[src/rtl/dcbs_pkg.sv]
// Shared types, codes and helper functions for the DAC current bisection search.
package dcbs_pkg;

    // Field widths
    localparam int DAC_BITS   = 10;
    localparam int SENSE_BITS = 16;

    // Register reset values and APB geometry
    localparam logic [DAC_BITS-1:0] DAC_LOW_RESET  = DAC_BITS'(0);
    localparam logic [DAC_BITS-1:0] DAC_HIGH_RESET = DAC_BITS'(1023);
    localparam int APB_ADDR_BITS = 3;
    localparam int APB_DATA_BITS = 32;

    // Register indexes
    localparam logic REG_DAC_LOW  = 1'b0;
    localparam logic REG_DAC_HIGH = 1'b1;

    // Input item mode codes
    localparam logic MODE_START   = 1'b0;
    localparam logic MODE_READING = 1'b1;

    // Result kind codes
    localparam logic KIND_DRIVE = 1'b0;
    localparam logic KIND_DONE  = 1'b1;

    // Result status codes
    localparam logic [1:0] STATUS_OK      = 2'd0;
    localparam logic [1:0] STATUS_BRACKET = 2'd1;
    localparam logic [1:0] STATUS_RANGE   = 2'd2;

    // Search phases
    typedef enum logic [2:0] {
        PH_IDLE  = 3'd0,
        PH_LOW   = 3'd1,
        PH_HIGH  = 3'd2,
        PH_MID   = 3'd3,
        PH_FINAL = 3'd4
    } phase_t;

    typedef struct packed {
        logic                         mode;
        logic signed [SENSE_BITS-1:0] target;
        logic signed [SENSE_BITS-1:0] reading;
    } in_item_t;

    typedef struct packed {
        logic                         kind;
        logic [DAC_BITS-1:0]          dac_code;
        logic [1:0]                   status;
        logic signed [SENSE_BITS-1:0] final_current;
    } out_item_t;

    // Search bounds from the register block
    typedef struct packed {
        logic [DAC_BITS-1:0] dac_low;
        logic [DAC_BITS-1:0] dac_high;
    } cfg_t;

    // v lies strictly between a and b, in either order
    function automatic logic strictly_between(
        input logic signed [SENSE_BITS-1:0] v,
        input logic signed [SENSE_BITS-1:0] a,
        input logic signed [SENSE_BITS-1:0] b
    );
        return ((v > a) && (v < b)) || ((v < a) && (v > b));
    endfunction

    // |a - b| without overflow
    function automatic logic [SENSE_BITS:0] abs_diff(
        input logic signed [SENSE_BITS-1:0] a,
        input logic signed [SENSE_BITS-1:0] b
    );
        logic signed [SENSE_BITS:0] d;
        d = (SENSE_BITS+1)'(a) - (SENSE_BITS+1)'(b);
        return d[SENSE_BITS] ? (SENSE_BITS+1)'(-d) : (SENSE_BITS+1)'(d);
    endfunction

endpackage

[src/rtl/dcbs_cfg.sv]
// APB register block holding the DAC search bounds.
module dcbs_cfg (
    input  logic                                   clk,
    input  logic                                   rst_n,
    input  logic                                   psel,
    input  logic                                   penable,
    input  logic                                   pwrite,
    input  logic [dcbs_pkg::APB_ADDR_BITS-1:0]     paddr,
    input  logic [dcbs_pkg::APB_DATA_BITS-1:0]     pwdata,
    output logic [dcbs_pkg::APB_DATA_BITS-1:0]     prdata,
    output logic                                   pready,
    output dcbs_pkg::cfg_t                         cfg
);

    logic [dcbs_pkg::DAC_BITS-1:0] dac_low_reg;
    logic [dcbs_pkg::DAC_BITS-1:0] dac_high_reg;
    logic                          wr_en;
    logic                          reg_sel;

    assign pready  = 1'b1;
    assign reg_sel = paddr[2];
    assign wr_en   = psel && penable && pwrite;

    // Register writes
    always_ff @(posedge clk or negedge rst_n)
    begin
        if (!rst_n)
        begin
            dac_low_reg  <= dcbs_pkg::DAC_LOW_RESET;
            dac_high_reg <= dcbs_pkg::DAC_HIGH_RESET;
        end
        else if (wr_en)
        begin
            if (reg_sel == dcbs_pkg::REG_DAC_LOW)
            begin
                dac_low_reg <= pwdata[dcbs_pkg::DAC_BITS-1:0];
            end
            else
            begin
                dac_high_reg <= pwdata[dcbs_pkg::DAC_BITS-1:0];
            end
        end
    end

    // Read mux
    always_comb
    begin
        prdata = '0;
        case (reg_sel)
            dcbs_pkg::REG_DAC_LOW:
            begin
                prdata = dcbs_pkg::APB_DATA_BITS'(dac_low_reg);
            end
            default:
            begin
                prdata = dcbs_pkg::APB_DATA_BITS'(dac_high_reg);
            end
        endcase
    end

    assign cfg.dac_low  = dac_low_reg;
    assign cfg.dac_high = dac_high_reg;

endmodule

[src/rtl/dcbs_core.sv]
// Search engine: input register, bracket state, step logic and result register.
module dcbs_core (
    input  logic                clk,
    input  logic                rst_n,
    input  dcbs_pkg::cfg_t      cfg,
    input  logic                item_valid,
    output logic                item_ready,
    input  dcbs_pkg::in_item_t  item,
    output logic                result_valid,
    input  logic                result_ready,
    output dcbs_pkg::out_item_t result
);

    localparam int DW  = dcbs_pkg::DAC_BITS;
    localparam int SW  = dcbs_pkg::SENSE_BITS;
    localparam int DW1 = DW + 1;

    // Input stage
    logic               in_valid_reg;
    dcbs_pkg::in_item_t in_data_reg;

    // Search state
    dcbs_pkg::phase_t       phase_reg, phase_next;
    logic signed [SW-1:0]   wanted_reg, wanted_next;
    logic [DW-1:0]          low_code_reg, low_code_next;
    logic [DW-1:0]          high_code_reg, high_code_next;
    logic [DW-1:0]          mid_code_reg, mid_code_next;
    logic signed [SW-1:0]   low_cur_reg, low_cur_next;
    logic signed [SW-1:0]   high_cur_reg, high_cur_next;

    // Result stage
    logic                   res_valid_reg;
    dcbs_pkg::out_item_t    res_data_reg;
    logic                   has_res;
    dcbs_pkg::out_item_t    res;

    logic                   fire;
    logic signed [SW-1:0]   rd;

    // Bracket after this reading, and probe terms
    logic [DW-1:0]          b_lo_code, b_hi_code;
    logic signed [SW-1:0]   b_lo_cur, b_hi_cur;
    logic                   in_lower, in_upper;
    logic [DW:0]            code_sum;
    logic                   span_ok;
    logic [DW-1:0]          probe_mid;
    logic [SW:0]            dist_lo, dist_hi;
    logic [DW-1:0]          near_code;

    assign fire       = in_valid_reg && (!res_valid_reg || result_ready);
    assign item_ready = !in_valid_reg || fire;
    assign rd         = in_data_reg.reading;

    // Input register
    always_ff @(posedge clk or negedge rst_n)
    begin
        if (!rst_n)
        begin
            in_valid_reg <= 1'b0;
        end
        else if (item_ready)
        begin
            in_valid_reg <= item_valid;
        end
    end

    always_ff @(posedge clk)
    begin
        if (item_valid && item_ready)
        begin
            in_data_reg <= item;
        end
    end

    // Midpoint reading picks the half that still holds the target
    assign in_lower = dcbs_pkg::strictly_between(wanted_reg, low_cur_reg, rd);
    assign in_upper = dcbs_pkg::strictly_between(wanted_reg, rd, high_cur_reg);

    always_comb
    begin
        b_lo_code = low_code_reg;
        b_hi_code = high_code_reg;
        b_lo_cur  = low_cur_reg;
        b_hi_cur  = high_cur_reg;
        case (phase_reg)
            dcbs_pkg::PH_HIGH:
            begin
                b_hi_cur = rd;
            end
            dcbs_pkg::PH_MID:
            begin
                if (in_lower)
                begin
                    b_hi_code = mid_code_reg;
                    b_hi_cur  = rd;
                end
                else if (in_upper)
                begin
                    b_lo_code = mid_code_reg;
                    b_lo_cur  = rd;
                end
            end
            default:
            begin
            end
        endcase
    end

    // Next probe: midpoint while the bracket is wider than one step, else nearer end
    assign code_sum  = DW1'(b_lo_code) + DW1'(b_hi_code);
    assign span_ok   = DW1'(b_hi_code) > (DW1'(b_lo_code) + DW1'(1));
    assign probe_mid = code_sum[DW:1];
    assign dist_lo   = dcbs_pkg::abs_diff(wanted_reg, b_lo_cur);
    assign dist_hi   = dcbs_pkg::abs_diff(wanted_reg, b_hi_cur);
    assign near_code = (dist_hi < dist_lo) ? b_hi_code : b_lo_code;

    // Step logic
    always_comb
    begin
        phase_next     = phase_reg;
        wanted_next    = wanted_reg;
        low_code_next  = low_code_reg;
        high_code_next = high_code_reg;
        mid_code_next  = mid_code_reg;
        low_cur_next   = low_cur_reg;
        high_cur_next  = high_cur_reg;
        has_res        = 1'b0;
        res            = '0;

        if (in_data_reg.mode == dcbs_pkg::MODE_START)
        begin
            wanted_next    = in_data_reg.target;
            low_code_next  = cfg.dac_low;
            high_code_next = cfg.dac_high;
            mid_code_next  = '0;
            phase_next     = dcbs_pkg::PH_LOW;
            has_res        = 1'b1;
            res.kind       = dcbs_pkg::KIND_DRIVE;
            res.dac_code   = cfg.dac_low;
        end
        else
        begin
            case (phase_reg)
                dcbs_pkg::PH_LOW:
                begin
                    low_cur_next = rd;
                    phase_next   = dcbs_pkg::PH_HIGH;
                    has_res      = 1'b1;
                    res.kind     = dcbs_pkg::KIND_DRIVE;
                    res.dac_code = high_code_reg;
                end
                dcbs_pkg::PH_HIGH, dcbs_pkg::PH_MID:
                begin
                    has_res = 1'b1;
                    if (phase_reg == dcbs_pkg::PH_HIGH &&
                        !dcbs_pkg::strictly_between(wanted_reg, low_cur_reg, rd))
                    begin
                        high_cur_next = rd;
                        phase_next    = dcbs_pkg::PH_IDLE;
                        res.kind      = dcbs_pkg::KIND_DONE;
                        res.status    = dcbs_pkg::STATUS_BRACKET;
                    end
                    else if (phase_reg == dcbs_pkg::PH_MID && !in_lower && !in_upper)
                    begin
                        // exact hit ends the search, anything else is out of range
                        phase_next = dcbs_pkg::PH_IDLE;
                        res.kind   = dcbs_pkg::KIND_DONE;
                        if (rd == wanted_reg)
                        begin
                            res.status        = dcbs_pkg::STATUS_OK;
                            res.final_current = rd;
                        end
                        else
                        begin
                            res.status = dcbs_pkg::STATUS_RANGE;
                        end
                    end
                    else
                    begin
                        low_code_next  = b_lo_code;
                        high_code_next = b_hi_code;
                        low_cur_next   = b_lo_cur;
                        high_cur_next  = b_hi_cur;
                        res.kind       = dcbs_pkg::KIND_DRIVE;
                        if (span_ok)
                        begin
                            mid_code_next = probe_mid;
                            phase_next    = dcbs_pkg::PH_MID;
                            res.dac_code  = probe_mid;
                        end
                        else
                        begin
                            phase_next   = dcbs_pkg::PH_FINAL;
                            res.dac_code = near_code;
                        end
                    end
                end
                dcbs_pkg::PH_FINAL:
                begin
                    phase_next        = dcbs_pkg::PH_IDLE;
                    has_res           = 1'b1;
                    res.kind          = dcbs_pkg::KIND_DONE;
                    res.status        = dcbs_pkg::STATUS_OK;
                    res.final_current = rd;
                end
                default:
                begin
                    // reading while idle is dropped
                end
            endcase
        end
    end

    // State registers
    always_ff @(posedge clk or negedge rst_n)
    begin
        if (!rst_n)
        begin
            phase_reg     <= dcbs_pkg::PH_IDLE;
            wanted_reg    <= '0;
            low_code_reg  <= '0;
            high_code_reg <= '0;
            mid_code_reg  <= '0;
            low_cur_reg   <= '0;
            high_cur_reg  <= '0;
        end
        else if (fire)
        begin
            phase_reg     <= phase_next;
            wanted_reg    <= wanted_next;
            low_code_reg  <= low_code_next;
            high_code_reg <= high_code_next;
            mid_code_reg  <= mid_code_next;
            low_cur_reg   <= low_cur_next;
            high_cur_reg  <= high_cur_next;
        end
    end

    // Result register
    always_ff @(posedge clk or negedge rst_n)
    begin
        if (!rst_n)
        begin
            res_valid_reg <= 1'b0;
        end
        else if (fire && has_res)
        begin
            res_valid_reg <= 1'b1;
        end
        else if (result_ready)
        begin
            res_valid_reg <= 1'b0;
        end
    end

    always_ff @(posedge clk)
    begin
        if (fire && has_res)
        begin
            res_data_reg <= res;
        end
    end

    assign result_valid = res_valid_reg;
    assign result       = res_data_reg;

endmodule

[src/rtl/dac_current_bisection_search.sv]
// Top level of the DAC current bisection search.
//
// Use: program dac_low (0x0) and dac_high (0x4) over APB while the block is
// idle. Send a start item (mode 0) with the target current; the block answers
// with a drive item giving the DAC code to set. After setting the code and
// converting, send a reading item (mode 1); each reading yields the next drive
// item or a finished item with status and final current. A reading with no
// search running is dropped. A start item during a search restarts it.
// An item is taken into an input register, the step logic works on it
// combinationally and its result is registered in the result register.
// Throughput: one item per cycle while the receiver takes results, set by the
// single registered step stage; the input and result registers run concurrently.
// Reset clears the search to idle, empties both stages and restores the
// bounds to 0 and 1023. When the receiver stalls, the result is held and the
// input register still takes one more item; after that item_ready drops
// until the result is taken.
module dac_current_bisection_search (
    input  logic                               clk,
    input  logic                               rst_n,
    input  logic                               psel,
    input  logic                               penable,
    input  logic                               pwrite,
    input  logic [dcbs_pkg::APB_ADDR_BITS-1:0] paddr,
    input  logic [dcbs_pkg::APB_DATA_BITS-1:0] pwdata,
    output logic [dcbs_pkg::APB_DATA_BITS-1:0] prdata,
    output logic                               pready,
    input  logic                               item_valid,
    output logic                               item_ready,
    input  dcbs_pkg::in_item_t                 item,
    output logic                               result_valid,
    input  logic                               result_ready,
    output dcbs_pkg::out_item_t                result
);

    dcbs_pkg::cfg_t cfg;

    // Bound registers
    dcbs_cfg u_cfg (
        .clk     (clk),
        .rst_n   (rst_n),
        .psel    (psel),
        .penable (penable),
        .pwrite  (pwrite),
        .paddr   (paddr),
        .pwdata  (pwdata),
        .prdata  (prdata),
        .pready  (pready),
        .cfg     (cfg)
    );

    // Search engine
    dcbs_core u_core (
        .clk          (clk),
        .rst_n        (rst_n),
        .cfg          (cfg),
        .item_valid   (item_valid),
        .item_ready   (item_ready),
        .item         (item),
        .result_valid (result_valid),
        .result_ready (result_ready),
        .result       (result)
    );

endmodule

[config.mk]
export PLATFORM = sky130hd
export DESIGN_NAME = dac_current_bisection_search
export DESIGN_NICKNAME = d
export VERILOG_FILES = /design/src/rtl/dcbs_pkg.sv /design/src/rtl/dcbs_cfg.sv /design/src/rtl/dcbs_core.sv /design/src/rtl/dac_current_bisection_search.sv
export SDC_FILE = /design/constraint.sdc
export NUM_CORES = 1
export LEC_CHECK = 0
export ABC_AREA = 1
export BUFFER_PORTS_ARGS = -buffer_cell sky130_fd_sc_hd__buf_4
export CELL_PAD_IN_SITES_DETAIL_PLACEMENT = 1
export CELL_PAD_IN_SITES_GLOBAL_PLACEMENT = 2
export CORE_AREA = 2 2 206 208
export DETAILED_ROUTE_END_ITERATION = 10
export DIE_AREA = 0 0 208 210
export MAX_ROUTING_LAYER = met4
export PLACE_DENSITY_LB_ADDON = 0.1
export SLEW_MARGIN = 15
export SYNTH_ARGS = -nofsm -noshare
export SYNTH_HDL_FRONTEND = slang
export SYNTH_SLANG_ARGS = --single-unit
[constraint.sdc]
create_clock -name clk -period 7.95 [get_ports clk]
set_input_delay 1.59 -clock clk [delete_from_list [all_inputs] [get_ports clk]]
set_output_delay 1.59 -clock clk [all_outputs]
set_load 0.05 [all_outputs]
* Word-level counts from Yosys, hierarchy flattened
Cells that the tools add are included.
** Cells by class
- Add/sub/neg operators :: 6
- Multipliers :: 0
- Div/mod/pow operators :: 0
- Order comparisons :: 8
- Equality and inequality tests :: 13
- Shifts and indexed selects :: 0
- Muxes and demuxes :: 55
- Bitwise operators :: 2
- Reductions and logical operators :: 32
** Operators by type and width (number)
- $mux W10 :: 24
- $mux W16 :: 10
- $pmux W16 S2 :: 2
- $gt A16 B16 Y1 :: 3
- $lt A16 B16 Y1 :: 3
- $pmux W18 S2 :: 1
- $mux W17 :: 2
- $neg A17 Y17 :: 2
- $sub A16 B16 Y17 :: 2
- $pmux W10 S2 :: 1
- $mux W18 :: 1
- $lt A17 B17 Y1 :: 1
- $eq A16 B16 Y1 :: 1
- $logic_and A1 B1 Y1 :: 12
- $mux W3 :: 4
- $ne A2 B2 Y1 const B :: 6
- $add A10 B1 Y11 const B :: 1
- $add A10 B10 Y11 :: 1
- $gt A10 B11 Y1 :: 1
- $reduce_and A5 Y1 :: 2
- $pmux W3 S3 :: 1
- $reduce_and A2 Y1 :: 4
- $reduce_and A4 Y1 :: 2
- $eq A3 B2 Y1 const B :: 2
- other kinds (13) :: 27
** Word-level totals
- Register bits :: 165
- Bits in latches :: 0
- Memory bits (writable) :: 0
- Bits in read-only memories :: 0
- Bits of input ports :: 75
- Output and inout port bits :: 64
- Logic and storage cells :: 134
- Memories kept :: 0

* Logic depth before layout (Yosys ltp)
Gate-level depths: netlist of run 1.
- Depth after elaboration :: 16
- Mapped depth :: 53
- Mapped depth without buffers :: 50

* Hierarchy
A second synthesis of run 1 with hierarchy kept.
** Second synthesis, totals
- Cell total of the unflattened synthesis :: 1590
- Area total of the unflattened synthesis :: 12398.1 um2
** By module, submodules not included
- dcbs_core :: times used 1, cells each 1443, area an instance 11252.0 um2, sequential area each 3938.8 um2
- dcbs_cfg :: times used 1, cells each 147, area an instance 1146.1 um2, sequential area each 513.0 um2

* Worst setup path after synthesis of run 1
OpenSTA, ideal clock, no wires.
- Path type :: flip-flop to flip-flop
- Start point :: register u_core.wanted_reg[15]
- End point :: register u_core.res_data_reg, in the netlist u_core.result[27] (data pin)
- Library setup time :: 253 ps
- Data arrival time :: 6127 ps
- Data required time :: 7697 ps
- Setup slack :: 1570 ps
- Cell stages (with the launch flop) :: 41
- Path buffers :: 2
- Period minus slack after synthesis :: 6380 ps
- Path through :: dfrtp_1 ha_1 a21oi_1 o21ai_0 a21oi_1 nand2_1 nand2_1 nand2_1 nand3_1 nand3_1 o21ai_0 clkbuf_1 nand3_1 o21ai_0 inv_1 ha_1 a21o_1 a31oi_1 (+5 left out) a22oi_2 inv_2 nand2_1 xor2_1 inv_1 ha_1 nand4_1 nor2_1 inv_1 o311ai_0 clkbuf_1 nand2_1 o21ai_0 nand2_1 nand4_1 nand2_1 nand2_1 nand2_1
** RTL lines
- from (decl) :: RTL line dcbs_core.sv:24 : logic signed [SW-1:0] wanted_reg, wanted_next;
- from (signal assigned) :: RTL line dcbs_core.sv:230 : wanted_reg <= wanted_next;
- to (signal assigned) :: RTL line dcbs_core.sv:260 : res_data_reg <= res;
- to (decl) :: RTL line dcbs_core.sv:33 : dcbs_pkg::out_item_t res_data_reg;

==> results.sh, run 1 <==
export IMPL_die_area_um2=43680
export IMPL_holdWs_ns=0.4465
export IMPL_crit_buf_inv=7
export IMPL_period_minus_slack_ns=7.213
export IMPL_cts_buffer_depth=2
export IMPL_portBuffers=91
export IMPL_dp_slack_ns=0.3301
export IMPL_gp_congestion=0.8199
export IMPL_syn_to_final_growth_pct=16.23
export IMPL_drc=0
export IMPL_yosys_cell_types_count=56
export IMPL_drive_above_1_share_pct=12.70
export IMPL_fin_ws_ns=0.7372
export IMPL_worstSetupPathType="register to register"
export IMPL_arrival_ns=7.41
export IMPL_grt_start_max_net_pins=68
export IMPL_min_from="u_core.in_data_reg[29]"
export IMPL_cp_top_family="compound AO/OA/AOI/OAI gates"
export IMPL_htreeDepth=4
export IMPL_holdPathStages=2
export IMPL_n_antenna_cell=0
export IMPL_hpwl_um=30570
export IMPL_holdPathEnd="u_core.wanted_reg[13]"
export IMPL_worstMarginPinSlew_ns=1.099
export IMPL_cp_data_required_time_ns=8.15
export IMPL_synth_top_cell_area_share_pct=18.83
export IMPL_yosysTopAreaCell="dfrtp_1"
export IMPL_via_per_inst=4.813
export IMPL_wl_per_cell_um=17.59
export IMPL_fin_cells=2247
export IMPL_grt_ovfl_total=0
export IMPL_syn_avg_cell_area_um2=7.738
export IMPL_grt_pass1_wl_um=63300
export IMPL_placed_cells=2212
export IMPL_netlist_area_um2=12360
export IMPL_clk_latency_ns=0.46
export IMPL_hold_violations=0
export IMPL_path_max_fanout=20
export IMPL_synth_area_top_cells="dfrtp_1, edfxtp_1, nand2_1"
export IMPL_max_cap_violations=0
export IMPL_cts_sinks=165
export IMPL_clk_pin_slew_ns=0.06
export IMPL_timing_rr_end="u_core.result[20]"
export IMPL_layout_nets=1894
export IMPL_num_rows=75
export IMPL_largest_register_ffs=29
export IMPL_finalMaxSlewViolations=0
export IMPL_grt_antenna_before_repair=0
export IMPL_cts_root_buf="clkbuf_16"
export IMPL_cts_buffers=17
export IMPL_fin_crit_sh_pct=90.73
export IMPL_clock_fmax_mhz=138.6
export IMPL_cts_tree="yes"
export IMPL_drt_iter0_drc=618
export IMPL_drtAntennaViolNets=0
export IMPL_cpMostUsedCell="nand2_1"
export IMPL_crit_path_end_kind="register"
export IMPL_slowest_delay_ns=0.46
export IMPL_routed_wl_um=39530
export IMPL_final_setup_tns_ns=0
export IMPL_crit_slowest_cell="dfrtp_1"
export IMPL_start_util_pct=29.79
export IMPL_finalSetupViolations=0
export IMPL_core_area_um2=41480
export IMPL_status="finished, final reports clean"
export IMPL_grtUsageTotal_pct=19.19
export IMPL_slew_limit_headroom_pct=26.44
export IMPL_rrSetupSlack_ns=0.74
export IMPL_syn_inst=1597
export IMPL_vias=10820
export IMPL_grt_pass1_vias=11110
export IMPL_die_x_um=208
export IMPL_ff2ff_path_depth=45
export IMPL_ys_seq_area_share_pct=36.02
export IMPL_start_kind="register"
export IMPL_yosysWarnings=0
export IMPL_critPathLaunch="u_core.wanted_reg[15]"
export IMPL_rr_startpoint="u_core.wanted_reg[15]"
export IMPL_ys_seq_elements=165
export IMPL_die_h_um=210
export IMPL_ios=139
export IMPL_hp_class="register to register"
export IMPL_detail_route_first_pass_iterations=5
export IMPL_finalClockSkew_ns=0.008138
cell families after synthesis:
kind of cell               Yosys count  synth area share, %
adders and majority gates          124                12.74
DFF                                165                36.02
buffers and inverters              280                9.466
muxes                                3               0.2733
and+or+nand+nor                    644                22.09
AOI/OAI and AO/OA                  308                14.32
other                                2              0.06077
xor gates and xnor gates            71                5.032
final cells by class:
| class | instances | area [µm²] |
|---|---|---|
| Clock buffer | 20 | 456.7 |
| Clock inverter | 12 | 81.33 |
| Fill cell | 5031 | 27110 |
| Inverter | 202 | 760.7 |
| Multi-Input combinational cell | 1173 | 6905 |
| Sequential cell | 165 | 4452 |
| Tap cell | 539 | 674.4 |
| Timing Repair Buffer | 136 | 1033 |
worst max path at each step:
stage,to,slack [ns],cells after the start
floorplan,u_core.result[27],1.57,40
global placement,u_core.result[18],0.40,44
detailed placement,u_core.result[18],0.33,44
CTS,u_core.result[18],0.30,44
global route,u_core.result[26],-0.02,46
finish,u_core.result[20],0.74,45
synthesized netlist by cell type (all sizes together):
library cell / instances
a211oi: 3
a21boi: 2
a21o: 6
a21oi: 73
a22oi: 1
a31oi: 2
and3: 1
buf: 33
clkbuf: 45
clkinv: 3
conb: 2
dfrtp: 93
dfstp: 10
edfxtp: 62
fa: 3
ha: 121
inv: 199
mux2: 3
nand2: 451
nand2b: 1
nand3: 84
nand3b: 5
nand4: 22
nor2: 53
nor3: 19
nor4: 4
o2111ai: 1
o211ai: 17
o21a: 4
o21ai: 165
o21bai: 6
o221ai: 1
o311ai: 1
o31ai: 10
o32ai: 16
or2: 4
xnor2: 12
xor2: 59
layout by cell type, fill, tap and decap left out, types with 4 or more instances in the layout:
cell and instances:
edfxtp_1 62, o211ai_1 17, o21ai_1 14, conb_1 23, buf_4 135, ha_1 121
a21oi_1 72, inv_1 197, or2_2 4, dfstp_2 10, o21ai_0 147, xor2_1 59
nand4_1 22, a21o_1 6, o21bai_1 6, clkinv_1 4, nand3_1 81, clkbuf_16 17
nand3b_1 5, nor3_1 17, nor2_1 48, o32ai_1 16, nand2_1 443, xnor2_1 12
dfrtp_1 93, clkinv_2 4, o21a_1 4, nand2_2 4, o31ai_1 7
layer usage:
| metal | share of wire, % | up-vias | wire (µm) | track usage [%] |
|---|---|---|---|---|
| met5 | 0 | - | 0 | - |
| met4 | 1.3 | 0 | 503 | 5.013 |
| met3 | 3.1 | 27 | 1233 | 2.235 |
| met2 | 41 | 164 | 16010 | 26.96 |
| met1 | 55 | 5165 | 21780 | 28.97 |
| li1 | - | 5459 | - | - |
timing repair:
item	CTS	global route
buffers inserted	0	3
endpoints found under the setup margin	0	10
hold buffers	0	0
gates resized for setup	0	22
metrics by stage:
stage,utilization [%],area (µm²)
global placement,33.11,13730
finish,34.63,14360
global route,34.63,14360
detailed placement,33.11,13730
floorplan,-,12440
CTS,34.40,14270
worst min-delay path: stages (launching register included):
cell	delay, ns
edfxtp_1	0.32
nand2_1	0.05
nand2_1	0.05
Power of run 1 is left out: the tool's default activity adds up to more than one toggle a clock period on the data nets, which glitch-free logic cannot reach.
==> run 2, diff against run 1 <==
ABC_AREA = unset   (was 1)
ABC_CLOCK_PERIOD_IN_PS = 7950   (was unset)
CORE_AREA = 2 2 207 209   (was 2 2 206 208)
DIE_AREA = 0 0 209 211   (was 0 0 208 210)
==> run 2 against run 1 <==
Compared with the run above: the flow now finishes with violations (negative setup slack); hold slack improved by 0.032 ns; clock skew about the same; clock-buffer cell count decreased by 3; synthesized area increased by 0.75%; first-iteration DRC count decreased by 36%.
==> results.sh, run 2 <==
export IMPL_hp_class="register to register"
export IMPL_htreeDepth=4
export IMPL_placed_cells=2104
export IMPL_synth_async_reset_ratio_pct=62.42
export IMPL_hpwl_um=33980
export IMPL_cts_tree="yes"
export IMPL_synth_mux_area_fraction_pct=12.14
export IMPL_die_h_um=211
export IMPL_path_max_fanout=7
export IMPL_grt_ovfl_total=0
export IMPL_grt_antenna_before_repair=0
export IMPL_synth_top_cell_area_share_pct=18.69
export IMPL_drc=0
export IMPL_yosys_cell_types_count=78
export IMPL_crit_buf_inv=6
export IMPL_core_area_um2=41760
export IMPL_yosys_area_share_simple_pct=13.15
export IMPL_drtAntennaViolNets=0
export IMPL_critPathLaunch="u_core.rd[13]"
export IMPL_ff2ff_path_depth=32
export IMPL_yosys_area_share_xor_xnor_pct=4.572
export IMPL_crit_path_end_kind="register"
export IMPL_worstSetupPathType="register to register"
export IMPL_via_per_inst=5.037
export IMPL_gp_congestion=0.8259
export IMPL_finalMaxSlewViolations=0
export IMPL_detail_route_first_pass_iterations=4
export IMPL_yosysTopAreaCell="dfrtp_1"
export IMPL_ios=139
export IMPL_cts_sinks=165
export IMPL_cp_top_family="simple AND/OR/NAND/NOR gates"
export IMPL_rsz0062_at_grt="true"
export IMPL_min_from="u_core.in_data_reg[28]"
export IMPL_synth_edf_count=62
export IMPL_wl_per_cell_um=20.27
export IMPL_multi_input_area_um2=8138
export IMPL_drt_iter0_drc=395
export IMPL_clk_pin_slew_ns=0.07
export IMPL_cts_root_buf="clkbuf_16"
export IMPL_final_common_cell="buf_4"
export IMPL_fill_cells=4711
export IMPL_die_area_um2=44100
export IMPL_grt_pass1_vias=11700
export IMPL_fin_crit_sh_pct=104.1
export IMPL_vias=10880
export IMPL_holdPathStages=1
export IMPL_clock_fmax_mhz=120.9
export IMPL_routed_wl_um=43790
export IMPL_fin_util_pct=40.78
export IMPL_seqCellArea_um2=4457
export IMPL_ys_flop_type="dfrtp_1"
export IMPL_start_util_pct=29.82
export IMPL_portBuffers=91
export IMPL_grtUsageTotal_pct=20.82
export IMPL_period_minus_slack_ns=8.274
export IMPL_syn_inst=1267
export IMPL_final_cell_mix="buf_4, ha_1, inv_1"
export IMPL_num_rows=75
export IMPL_place_area_um2=15490
export IMPL_ys_top_cells_by_count="ha_1, inv_1, dfrtp_1, mux2i_1, nor2_1"
export IMPL_holdWs_ns=0.4783
export IMPL_slowest_delay_ns=0.55
export IMPL_layout_nets=1807
export IMPL_rr_startpoint="u_core.rd[13]"
export IMPL_slew_limit_headroom_pct=32.82
export IMPL_max_cap_violations=0
export IMPL_finalClockSkew_ns=0.008284
export IMPL_syn_to_final_growth_pct=36.77
export IMPL_crit_slowest_cell="or4_4"
export IMPL_netlist_area_um2=12450
export IMPL_synth_top_family_by_area="compound AO/OA/AOI/OAI gates"
export IMPL_n_antenna_cell=0
export IMPL_violations="negative setup slack"
export IMPL_grt_pass1_wl_um=67890
export IMPL_fin_area_um2=17030
export IMPL_finalSetupViolations=10
export IMPL_fin_ws_ns=-0.3239
export IMPL_ys_seq_area_share_pct=35.76
export IMPL_drive_above_1_share_pct=36.40
export IMPL_die_x_um=209
export IMPL_crit_cells=32
export IMPL_yosysWarnings=0
export IMPL_clk_latency_ns=0.46
export IMPL_fin_cells=2160
export IMPL_status="finished with violations"
export IMPL_grt_start_max_net_pins=66
export IMPL_ys_seq_elements=165
export IMPL_largest_register_ffs=29
export IMPL_worstMarginPinSlew_ns=1.008
export IMPL_synth_compound_area_share_pct=15.69
export IMPL_synth_area_top_cells="dfrtp_1, edfxtp_1, ha_1"
export IMPL_start_kind="register"
export IMPL_arrival_ns=8.49
export IMPL_cts_buffer_depth=2
export IMPL_cp_data_required_time_ns=8.16
export IMPL_synth_most_common_cell="ha_1"
export IMPL_hold_violations=0
export IMPL_cts_buffers=17
export IMPL_syn_avg_cell_area_um2=9.827
export IMPL_yosys_area_share_adder_pct=12.64
[run 2: layer usage]
layer / GRT usage [%] / wire [µm]
met2: 36.26 / 22530
met5: - / 0
met3: 2.200 / 599
met1: 25.78 / 19910
met4: 5.468 / 743
[run 2: cell type report]
class                           count  share of cell area (%)
Multi-Input combinational cell    955                   47.79
Sequential cell                   165                   26.17
Timing Repair Buffer              371                   16.49
Tap cell                          539                   3.960
Clock buffer                       17                   2.498
Inverter                           98                   2.160
Clock inverter                     15                  0.9331
[run 2: final timing paths]
| check | to | slack (ns) |
|---|---|---|
| setup / recovery | u_core.result[24] | -0.32 |
| hold / removal | u_core.wanted_reg[12] | 0.48 |
| setup reg to reg | u_core.result[24] | -0.32 |
| hold reg to reg | u_core.wanted_reg[12] | 0.48 |
| max in group asynchronous | u_core.low_code_reg[9] | 5.49 |
| min in group asynchronous | u_core.wanted_reg[12] | 1.27 |
[run 2: repair_timing]
| item | in CTS | in global routing |
|---|---|---|
| buffers inserted | 18 | 7 |
| pin swaps | 61 | 40 |
| gates resized for setup | 93 | 50 |
| hold buffers | 0 | 0 |
| cloned | 1 | 0 |
| endpoints found under the setup margin | 10 | 10 |
[run 2: cells by family (layout without fill, tap and decap cells)]
| family | Yosys count | after routing |
|---|---|---|
| AOI/OAI and AO/OA | 278 | 278 |
| buffers and inverters | 169 | 501 |
| DFF | 165 | 165 |
| adders and majority gates | 124 | 124 |
| muxes | 143 | 144 |
| and+or+nand+nor | 321 | 321 |
| other | 2 | 23 |
| xor gates and xnor gates | 65 | 65 |
[run 2: metrics by stage]
stage	worst slack (ns)	TNS, ns
final	-0.3239	-2.620
after global routing	-0.5966	-5.503
after CTS	-0.3554	-3.240
after detailed placement	-1.169	-9.772
after global placement	-0.9456	-7.781
after floorplan	0.03269	0
Power of run 2 is left out for the same reason.
